<file path="config.mk">
export PLATFORM = sky130hd
export DESIGN_NAME = seed_key_schedule_unit
export DESIGN_NICKNAME = d
export VERILOG_FILES = /design/src/rtl/sks_pkg.sv /design/src/rtl/sks_fifo.sv /design/src/rtl/sks_round_engine.sv /design/src/rtl/seed_key_schedule_unit.sv
export SDC_FILE = /design/constraint.sdc
export NUM_CORES = 2
export LEC_CHECK = 0
export BUFFER_PORTS_ARGS = -buffer_cell sky130_fd_sc_hd__buf_4
export CORE_ASPECT_RATIO = 1.1
export CORE_MARGIN = 5
export CORE_UTILIZATION = 57
export CTS_BUF_LIST = sky130_fd_sc_hd__clkbuf_16
export DETAILED_ROUTE_END_ITERATION = 10
export PLACE_DENSITY = 0.81
export SETUP_SLACK_MARGIN = 0.05
export SLEW_MARGIN = 40
export SYNTH_ARGS = -nofsm -noshare
export SYNTH_HDL_FRONTEND = slang
export SYNTH_SLANG_ARGS = --single-unit
export TNS_END_PERCENT = 30
</file>
<file path="constraint.sdc">
create_clock -name clk -period 8.84 [get_ports clk]
set_input_delay 1.768 -clock clk [delete_from_list [all_inputs] [get_ports clk]]
set_output_delay 1.768 -clock clk [all_outputs]
set_load 0.02 [all_outputs]
</file>
<file path="src/rtl/sks_pkg.sv">
// Shared types, constants, S-box tables and the G function of the key schedule.
package sks_pkg;

    localparam logic [31:0] KC_BASE  = 32'h9e3779b9;
    localparam logic [7:0]  GF_POLY  = 8'h63;
    localparam logic [7:0]  EXP_ONE  = 8'hF7;
    localparam logic [7:0]  EXP_TWO  = 8'hFB;
    localparam logic [7:0]  XOR_ONE  = 8'hA9;
    localparam logic [7:0]  XOR_TWO  = 8'h38;
    localparam logic [63:0] MAT_ONE  = 64'hE2584441C269D02C;
    localparam logic [63:0] MAT_TWO  = 64'h6CA230212CE12AD0;

    localparam logic [31:0] MASK_Y0  = 32'h3FCFF3FC;
    localparam logic [31:0] MASK_Y1  = 32'hFC3FCFF3;
    localparam logic [31:0] MASK_Y2  = 32'hF3FC3FCF;
    localparam logic [31:0] MASK_Y3  = 32'hCFF3FC3F;

    localparam int          KEYS_PER_ITEM = 32;
    localparam int          POS_W         = $clog2(KEYS_PER_ITEM);
    localparam logic [POS_W-1:0] LAST_POS = POS_W'(KEYS_PER_ITEM - 1);

    localparam int          KEY_QUEUE_DEPTH = 2;
    localparam int          RESULT_DEPTH    = 4;

    typedef struct packed {
        logic [31:0] key_word_a;
        logic [31:0] key_word_b;
        logic [31:0] key_word_c;
        logic [31:0] key_word_d;
    } key_item_t;

    typedef struct packed {
        logic [31:0]      round_key;
        logic [POS_W-1:0] key_position;
        logic             last_key;
    } result_t;

    typedef logic [255:0][7:0] sbox_t;

    function automatic logic [7:0] gf_times(input logic [7:0] a, input logic [7:0] b);
        logic [7:0] r;
        logic [7:0] aa;
        r  = 8'h00;
        aa = a;
        for (int i = 0; i < 8; i++)
        begin
            if (b[i])
            begin
                r = r ^ aa;
            end
            aa = {aa[6:0], 1'b0} ^ (aa[7] ? GF_POLY : 8'h00);
        end
        return r;
    endfunction

    function automatic logic [7:0] gf_power(input logic [7:0] x, input logic [7:0] e);
        logic [7:0] r;
        r = 8'h01;
        for (int i = 7; i >= 0; i--)
        begin
            r = gf_times(r, r);
            if (e[i])
            begin
                r = gf_times(r, x);
            end
        end
        return r;
    endfunction

    function automatic logic [7:0] affine(input logic [63:0] rows, input logic [7:0] v);
        logic [7:0] r;
        r = 8'h00;
        for (int i = 0; i < 8; i++)
        begin
            if (v[7-i])
            begin
                r = r ^ rows[63-8*i -: 8];
            end
        end
        return r;
    endfunction

    function automatic sbox_t make_sbox(input logic [63:0] rows, input logic [7:0] ex,
                                        input logic [7:0] c);
        sbox_t t;
        for (int v = 0; v < 256; v++)
        begin
            t[v] = affine(rows, gf_power(8'(v), ex)) ^ c;
        end
        return t;
    endfunction

    localparam sbox_t SBOX_ONE = make_sbox(MAT_ONE, EXP_ONE, XOR_ONE);
    localparam sbox_t SBOX_TWO = make_sbox(MAT_TWO, EXP_TWO, XOR_TWO);

    function automatic logic [31:0] seed_g(input logic [31:0] x);
        logic [31:0] y0;
        logic [31:0] y1;
        logic [31:0] y2;
        logic [31:0] y3;
        y0 = {4{SBOX_ONE[x[7:0]]}};
        y1 = {4{SBOX_TWO[x[15:8]]}};
        y2 = {4{SBOX_ONE[x[23:16]]}};
        y3 = {4{SBOX_TWO[x[31:24]]}};
        return (y0 & MASK_Y0) ^ (y1 & MASK_Y1) ^ (y2 & MASK_Y2) ^ (y3 & MASK_Y3);
    endfunction

endpackage

</file>
<file path="src/rtl/sks_fifo.sv">
// Small synchronous FIFO used for the key queue and the result queue.
module sks_fifo
    import sks_pkg::*;
#(
    parameter type T     = key_item_t,
    parameter int  DEPTH = KEY_QUEUE_DEPTH,
    localparam int PTR_W = (DEPTH > 1) ? $clog2(DEPTH) : 1,
    localparam int CNT_W = $clog2(DEPTH + 1)
)
(
    input  logic             clk,
    input  logic             rst_n,
    input  logic             push,
    input  T                 wr_data,
    output logic             full,
    input  logic             pop,
    output T                 rd_data,
    output logic             empty,
    output logic [CNT_W-1:0] count
);

    T                 mem [DEPTH];
    logic [PTR_W-1:0] wr_ptr_reg;
    logic [PTR_W-1:0] wr_ptr_next;
    logic [PTR_W-1:0] rd_ptr_reg;
    logic [PTR_W-1:0] rd_ptr_next;
    logic [CNT_W-1:0] count_reg;
    logic [CNT_W-1:0] count_next;
    logic             do_push;
    logic             do_pop;

    assign full    = (count_reg == CNT_W'(DEPTH));
    assign empty   = (count_reg == '0);
    assign count   = count_reg;
    assign rd_data = mem[rd_ptr_reg];
    assign do_push = push && !full;
    assign do_pop  = pop && !empty;

    always_comb
    begin
        wr_ptr_next = wr_ptr_reg;
        rd_ptr_next = rd_ptr_reg;
        count_next  = count_reg;
        if (do_push)
        begin
            wr_ptr_next = (wr_ptr_reg == PTR_W'(DEPTH - 1)) ? '0 : wr_ptr_reg + 1'b1;
        end
        if (do_pop)
        begin
            rd_ptr_next = (rd_ptr_reg == PTR_W'(DEPTH - 1)) ? '0 : rd_ptr_reg + 1'b1;
        end
        if (do_push && !do_pop)
        begin
            count_next = count_reg + 1'b1;
        end
        else if (do_pop && !do_push)
        begin
            count_next = count_reg - 1'b1;
        end
    end

    always_ff @(posedge clk or negedge rst_n)
    begin
        if (!rst_n)
        begin
            wr_ptr_reg <= '0;
            rd_ptr_reg <= '0;
            count_reg  <= '0;
        end
        else
        begin
            wr_ptr_reg <= wr_ptr_next;
            rd_ptr_reg <= rd_ptr_next;
            count_reg  <= count_next;
        end
    end

    always_ff @(posedge clk)
    begin
        if (do_push)
        begin
            mem[wr_ptr_reg] <= wr_data;
        end
    end

endmodule

</file>
<file path="src/rtl/sks_round_engine.sv">
// Round engine: key rotation, round-constant update, key sums and the G stage.
module sks_round_engine
    import sks_pkg::*;
#(
    parameter int  RESULT_DEPTH = sks_pkg::RESULT_DEPTH,
    localparam int CNT_W        = $clog2(RESULT_DEPTH + 1)
)
(
    input  logic             clk,
    input  logic             rst_n,
    input  logic             key_valid,
    input  key_item_t        key_item,
    output logic             key_pop,
    input  logic [CNT_W-1:0] res_count,
    output logic             res_push,
    output result_t          res_data
);

    logic             busy_reg;
    logic             busy_next;
    logic [POS_W-1:0] pos_reg;
    logic [POS_W-1:0] pos_next;
    logic             s1_valid_reg;
    logic [31:0]      k0_reg, k1_reg, k2_reg, k3_reg;
    logic [31:0]      k0_next, k1_next, k2_next, k3_next;
    logic [31:0]      kc_reg;
    logic [31:0]      kc_next;
    logic [31:0]      sum_reg;
    logic [31:0]      sum_next;
    logic [POS_W-1:0] s1_pos_reg;
    logic [CNT_W:0]   committed;
    logic             issue;
    logic             load;
    logic             last_pos;

    assign committed = {1'b0, res_count} + (CNT_W + 1)'(s1_valid_reg);
    assign issue     = busy_reg && (committed < (CNT_W + 1)'(RESULT_DEPTH));
    assign last_pos  = (pos_reg == LAST_POS);
    assign load      = key_valid && (!busy_reg || (issue && last_pos));
    assign key_pop   = load;
    assign sum_next  = pos_reg[0] ? (k1_reg - k3_reg + kc_reg) : (k0_reg + k2_reg - kc_reg);

    always_comb
    begin
        busy_next = busy_reg;
        pos_next  = pos_reg;
        k0_next   = k0_reg;
        k1_next   = k1_reg;
        k2_next   = k2_reg;
        k3_next   = k3_reg;
        kc_next   = kc_reg;
        if (issue)
        begin
            pos_next = pos_reg + 1'b1;
            if (last_pos)
            begin
                busy_next = 1'b0;
            end
            if (pos_reg[0])
            begin
                kc_next = {kc_reg[30:0], kc_reg[31]};
                if (pos_reg[1])
                begin
                    k2_next = {k2_reg[23:0], k3_reg[31:24]};
                    k3_next = {k3_reg[23:0], k2_reg[31:24]};
                end
                else
                begin
                    k0_next = {k1_reg[7:0], k0_reg[31:8]};
                    k1_next = {k0_reg[7:0], k1_reg[31:8]};
                end
            end
        end
        if (load)
        begin
            busy_next = 1'b1;
            pos_next  = '0;
            k0_next   = key_item.key_word_a;
            k1_next   = key_item.key_word_b;
            k2_next   = key_item.key_word_c;
            k3_next   = key_item.key_word_d;
            kc_next   = KC_BASE;
        end
    end

    always_ff @(posedge clk or negedge rst_n)
    begin
        if (!rst_n)
        begin
            busy_reg     <= 1'b0;
            pos_reg      <= '0;
            s1_valid_reg <= 1'b0;
        end
        else
        begin
            busy_reg     <= busy_next;
            pos_reg      <= pos_next;
            s1_valid_reg <= issue;
        end
    end

    always_ff @(posedge clk)
    begin
        k0_reg <= k0_next;
        k1_reg <= k1_next;
        k2_reg <= k2_next;
        k3_reg <= k3_next;
        kc_reg <= kc_next;
        if (issue)
        begin
            sum_reg    <= sum_next;
            s1_pos_reg <= pos_reg;
        end
    end

    assign res_push              = s1_valid_reg;
    assign res_data.round_key    = seed_g(sum_reg);
    assign res_data.key_position = s1_pos_reg;
    assign res_data.last_key     = (s1_pos_reg == LAST_POS);

endmodule

</file>
<file path="src/rtl/seed_key_schedule_unit.sv">
// Top level of the SEED-128 key schedule unit.
// Each accepted 128-bit key produces 32 round-key words; the round engine
// issues one word per clock cycle while the result queue has room. Keys
// wait in a small input queue while the engine works on an earlier key, and
// finished words wait in a result queue, so either side may stall
// independently. The last word of every key carries last_key.
module seed_key_schedule_unit
    import sks_pkg::*;
#(
    parameter int KEY_QUEUE_DEPTH = sks_pkg::KEY_QUEUE_DEPTH,
    parameter int RESULT_DEPTH    = sks_pkg::RESULT_DEPTH
)
(
    input  logic      clk,
    input  logic      rst_n,
    input  logic      push,
    input  key_item_t item,
    output logic      full,
    input  logic      pop,
    output result_t   result,
    output logic      empty
);

    localparam int RES_CNT_W = $clog2(RESULT_DEPTH + 1);

    key_item_t            key_head;
    logic                 key_empty;
    logic                 key_pop;
    logic                 res_push;
    result_t              res_data;
    logic [RES_CNT_W-1:0] res_count;

    sks_fifo #(
        .T     (key_item_t),
        .DEPTH (KEY_QUEUE_DEPTH)
    ) u_key_queue (
        .clk     (clk),
        .rst_n   (rst_n),
        .push    (push),
        .wr_data (item),
        .full    (full),
        .pop     (key_pop),
        .rd_data (key_head),
        .empty   (key_empty),
        .count   ()
    );

    sks_round_engine #(
        .RESULT_DEPTH (RESULT_DEPTH)
    ) u_round_engine (
        .clk       (clk),
        .rst_n     (rst_n),
        .key_valid (!key_empty),
        .key_item  (key_head),
        .key_pop   (key_pop),
        .res_count (res_count),
        .res_push  (res_push),
        .res_data  (res_data)
    );

    sks_fifo #(
        .T     (result_t),
        .DEPTH (RESULT_DEPTH)
    ) u_result_queue (
        .clk     (clk),
        .rst_n   (rst_n),
        .push    (res_push),
        .wr_data (res_data),
        .full    (),
        .pop     (pop),
        .rd_data (result),
        .empty   (empty),
        .count   (res_count)
    );

endmodule

</file>
Yosys cells after proc, flatten, opt, wreduce, memory -nomap -nowiden
Memory sizes are Yosys's and may differ from the RTL's. A register that Yosys moved wholly into a read port is not among the register bits.
Index checks and enable logic that the tools add are counted.
{ "word_totals": {"inputBits": 132, "ramBits": 408, "n_memories": 6, "rom_bits": 8192, "output_inout_bits": 40, "word_cells": 126, "ff_bits": 215, "latch_bits": 0} }
{ "memory_table": {"columns": ["name", "depth", "word_bits", "read_ports", "rd_clocked_by_memory_dff", "wr", "line", "source"], "rows": [
  ["(name not given)", 256, 8, 1, 1, 0, "sks_pkg.sv:101", "y0 = {4{SBOX_ONE[x[7:0]]}};"],
  ["(name not given)", 256, 8, 1, 1, 0, "sks_pkg.sv:102", "y1 = {4{SBOX_TWO[x[15:8]]}};"],
  ["(name not given)", 256, 8, 1, 1, 0, "sks_pkg.sv:103", "y2 = {4{SBOX_ONE[x[23:16]]}};"],
  ["(name not given)", 256, 8, 1, 1, 0, "sks_pkg.sv:104", "y3 = {4{SBOX_TWO[x[31:24]]}};"],
  ["u_key_queue.mem", 2, 128, 1, 0, 1, "sks_fifo.sv:22", "T mem [DEPTH];"],
  ["u_result_queue.mem", 4, 38, 1, 0, 1, "sks_fifo.sv:22", null]
]} }
{ "op_classes": {"n_shift": 0, "add_sub_neg": 14, "n_mux": 42, "eq_ne": 7, "order_cmp": 5, "mul": 0, "n_div": 0, "n_reduce_logical": 33, "bitwise_logic": 3} }
{ "op_table": {"columns": ["operator", "n"], "rows": [
  ["2-to-1 mux 32 bit", 17],
  ["adder 32 bit", 2],
  ["2-to-1 mux 8 bit", 8],
  ["subtractor 32 bit", 2],
  ["XOR 32 bit", 2],
  ["< comparator 8 x 9 -> 1 bit (second input constant)", 4],
  ["XOR 30 x 32 -> 32 bit", 1],
  ["nonzero test 2 bit", 6],
  ["logical AND 1 bit", 11],
  ["== test 5 bit (second input constant)", 2],
  ["2-to-1 mux 5 bit", 2],
  ["logical NOT 1 bit", 9],
  ["2-to-1 mux 1 bit", 9],
  ["2-to-1 mux 2 bit", 4],
  ["adder 2 x 1 -> 2 bit (second input constant)", 3],
  ["== test 2 bit (second input constant)", 3],
  ["2-to-1 mux 3 bit", 2],
  ["AND reduction 3 bit", 2],
  ["adder 5 x 1 -> 5 bit (second input constant)", 1],
  ["adder 3 x 1 -> 4 bit", 1],
  ["< comparator 4 x 3 -> 1 bit (second input constant)", 1],
  ["AND reduction 2 bit", 2],
  ["adder 3 x 1 -> 3 bit (second input constant)", 1],
  ["== test 3 bit (second input constant)", 1],
  ["other kinds (7)", 8]
]} }

Depth between registers and ports, before layout
{ "depth": {"word_depth": 10, "depth_mapped": 24, "depth_no_buf": 20} }

Cells and area by module
A second synthesis with hierarchy kept.
{ "unflattened": {"hier_cells": 4591, "hier_area_um2": 43705.7} }
{ "by_module_without_submodules": {"columns": ["module", "instances", "area_per_inst_um2", "cells_each", "seq_area_each_um2"], "rows": [
  ["sks_round_engine", 1, 28307.1, 3937, 6411.1],
  ["sks_fifo at u_key_queue", 1, 9476.6, 417, 7787.5],
  ["sks_fifo at u_result_queue", 1, 5918.2, 236, 4739.5],
  ["seed_key_schedule_unit", 1, 3.8, 1, 0.0]
]} }

Worst setup path after synthesis
OpenSTA, ideal clock, no wires.
{ "synth_path": {"path_type": "input -> register", "start": "input port push", "end": "memory u_key_queue.mem[0][0] (netlist name), enable pin", "stages": 2, "required_ps": 8224, "t_arrival_ps": 7175, "setup_ps": 616, "n_path_buf": 0, "slack_ps": 1048, "cell_sequence": "nand2_1 > nor2_1"} }
{ "synth_via": {"elab_chain_len": 3} }
{ "synth_rtl": {"columns": ["element", "line", "source"], "rows": [
  ["start, declared", "seed_key_schedule_unit.sv:16", "input logic push,"],
  ["logical AND 1 bit", "sks_fifo.sv:36", "assign do_push = push && !full;"],
  ["2-to-1 mux 1 bit", "sks_fifo.sv:80", "if (do_push)"],
  ["2-to-1 mux 1 bit (implied by the code)", "sks_fifo.sv:82", "mem[wr_ptr_reg] <= wr_data;"],
  ["end, declared", "sks_fifo.sv:22", null]
]} }
No other way between the ends.

==> metrics.md <==
| Metric | Value |
|---|---|
| Status | `finished, final reports clean` |
| Clock Path Buffers | `3` |
| Setup violations, final | `0` |
| Wire per inst | `28.9 um` |
| Netlist cell types | `about 120` |
| Synthesized flop and latch total | `655` |
| Final Skew | `~0.022 ns` |
| DR vias | `approximately 40000` |
| CP Data Arrival Time | `just under 7 ns` |
| Hold Crit Class | `reg -> reg` |
| Synth-to-Final Area Change | `9.03%` |
| Worst reg-to-reg setup slack | `2.41 ns` |
| Gate Count Post-Synth | `between 4000 and 5000` |
| Post-cts hold buffer count | `0` |
| Final WL | `approximately 160000 um` |
| Clk Tree Root Cell | `clkbuf_16` |
| Yosys warnings | `0` |
| Dominant register cell in the synthesized netlist | `edfxtp_1` |
| Clock Latency Late Sink | `0.62 ns` |
| Tightest Pin Transition | `around 0.96 ns` |
| Syn nets | `4926` |
| GP Congestion | `1.06` |
| Top Registers | `u_key_queue.mem x256, u_result_queue.mem x152` |
| Clock sink total | `~660` |
| Post-Syn Area | `0.0440 mm2` |
| Ports | `172` |
| Number of global-route vias before repair | `37600` |
| Slowest-stage cell, CP | `a2111oi_0` |
| Slew headroom | `35.9%` |
| Placement Setup Slack | `2.69 ns` |
| Pins Over Slew Limit | `0` |
| Clock transition at path regs | `0.08 ns` |
| Crit path kind | `reg -> reg` |
| Row cnt | `106` |
| Top reg by flops | `u_key_queue.mem` |
| Port bufs | `171` |
| Critical Path Source Type | `flop` |
| Final worst slack | `2.41 ns` |
| GRT Residual Overflow | `0` |
| Final hold viol count | `0` |
| Die height | `301 um` |
| Max cap viols | `0` |
| Final period util | `72.7%` |
| Initial Utilization | `57.7%` |
| Final min period | `6.43 ns` |
| Share of cells above drive strength 1 | `11.6%` |
| First drt pass iteration count | `9` |
| Crit path buf inv count | `4` |
| Largest delay contributor family on the critical path | `compound AO/OA/AOI/OAI gates` |
| Die area | `0.0829 mm2` |
| Worst-path maximum fanout | `24` |
| Endpoint type of the worst setup path | `flop` |
| Seq. cell area | `0.0189 mm2` |
| NumNets Final | `4870` |
| DRC | `0` |
| Width of the die | `275 um` |
| RSZ-0062 raised after global routing | `false` |
| DRT iter0 DRCs | `7159` |
| Asr flop ratio synth | `2.75%` |
| Number of gates resized after cts | `0` |
| Max reg flops | `256` |
| Core Util, Final | `62.9%` |
| Worst EP required | `around 9.3 ns` |
| Total core area | `0.0763 mm2` |
| Fmax | `156 MHz` |
| Critical path, cell by cell | `inv_1 > fa_1 > inv_1 > ha_1 > and2_1 > nand3_1 > a2111oi_0 > a211oi_2 > o21a_1 > xnor2_1 > o221ai_2 > buf_4 > inv_2 > ha_1 > nand3_1 > nand2_1 > a21oi_1 > a211oi_1 > a22oi_1 > nor3b_1` |
| Largest net degree at the start of global routing | `238` |
| CP max stage delay | `0.74 ns` |
| Total Routing Usage GR | `a little under two fifths` |
| ANT nets after route | `0` |
| Hpwl dp | `112000 um` |
| Setup_tns | `0 ns` |
| Global-route wire length before repair | `239000 um` |
| H-tree depth | `3` |
| Non-filler cells, final | `5621` |
| Via density | `7.04` |
| Post-synthesis average cell area | `9.57 um2` |
| CTS tree | `done` |
| Setup Buffers After CTS | `0` |
| Area occupied by multi-input gates | `between 0.02 and 0.025 mm2` |
| Layout fillers | `roughly 6100` |
| EDFF count, synth | `573` |
| Placed cell count | `5495` |
| Initial antenna violation count | `2` |
| Sequential-to-total area share from yosys stat | `43.0%` |
| CTS Buf Count | `67` |
[worst min-delay path, cell delays in order, from the launching register on]
cell and delay [ns]:
dfxtp_1 0.34, nand2_1 0.06, a21oi_1 0.06
[through the flow]
stage	hold WS, ns	instance area [um2]
after floorplan	0.453	44000
after global placement	0.480	45700
after detailed placement	0.502	45700
after CTS	0.511	47900
after global routing	0.530	48000
final	0.508	48000
[layout by cell type (no fill, tap or decap), drive strengths merged, types with 20 or more instances in the layout]
cell,instances
o31ai,25
o22ai,29
mux4,38
clkbuf,68
edfxtp,573
nor3,109
nor2,425
nand3,129
a2111oi,23
a211o,26
mux2i,167
o221ai,36
nand4,33
inv,305
a211oi,78
o21a,22
buf,248
a21oi,446
nand2,420
fa,63
xor2,26
ha,134
a311oi,36
and3,22
dfxtp,64
o21ai,285
a21o,39
nand2b,26
a221oi,38
or3,30
xnor2,87
o311ai,31
mux2,20
and2,20
a22oi,21
a31oi,73
o211ai,104
clkinv,31
[cells in the mapped netlist, drive strengths merged, types with 31 or more instances]
| cell type | count | area, um2 |
|---|---|---|
| nand2 | 420 | 1600 |
| mux4 | 38 | 856 |
| buf | 149 | 802 |
| xnor2 | 87 | 762 |
| nand4 | 33 | 206 |
| dfxtp | 64 | 1280 |
| a311oi | 36 | 315 |
| edfxtp | 573 | 17200 |
| clkbuf | 224 | 845 |
| a221oi | 38 | 399 |
| a211oi | 78 | 616 |
| o221ai | 36 | 340 |
| a21oi | 446 | 2280 |
| o211ai | 104 | 806 |
| nand3 | 129 | 668 |
| o21ai | 285 | 1460 |
| mux2i | 167 | 1680 |
| o311ai | 31 | 272 |
| nor2 | 425 | 1610 |
| fa | 63 | 1260 |
| ha | 134 | 1680 |
| a31oi | 73 | 457 |
| a21o | 39 | 293 |
| nor3 | 109 | 589 |
| inv | 286 | 1080 |
[final cells by class]
cell class	count	area share, %
inverters	289	2.27
clock buffers	68	3.55
diodes	1	0.00522
well taps	1026	2.68
clock inverters	54	0.936
repair buffers	248	4.08
multi-input cells	3280	47.0
flip-flops and latches	655	39.5
[routing by layer]
layer | share of wire (%) | GRT usage, %
met1 | 35 | 47.7
met2 | 45 | 59.6
met3 | 11 | 7.71
met4 | 8.4 | 23.9
met5 | 0 | 0
[worst paths after layout]
check | startpoint | to | cells past startpoint
worst max register to register | u_round_engine.kc_reg[4] | flop | 20
worst min register to register | u_round_engine.kc_reg[30] | u_round_engine.kc_reg[30] | 2
min in group asynchronous | rst_n | u_result_queue.count[1] | 1
worst min-delay path | u_round_engine.kc_reg[30] | u_round_engine.kc_reg[30] | 2
worst max-delay path | u_round_engine.kc_reg[4] | flop | 20
max in group asynchronous | rst_n | u_key_queue.rd_ptr_reg | 1
[kinds of logic after synthesis]
group / share of synthesized area [%]
XOR/XNOR: 2.25
flip-flops: 43.0
multiplexers: 6.27
adder cells (fa/ha/maj): 6.68
AO/OA/AOI/OAI: 22.4
AND/OR/NAND/NOR: 13.1
buffers and inverters: 6.21
Power is left out: the tool's default activity adds up to more than one toggle a clock period on the data nets, which glitch-free logic cannot reach.
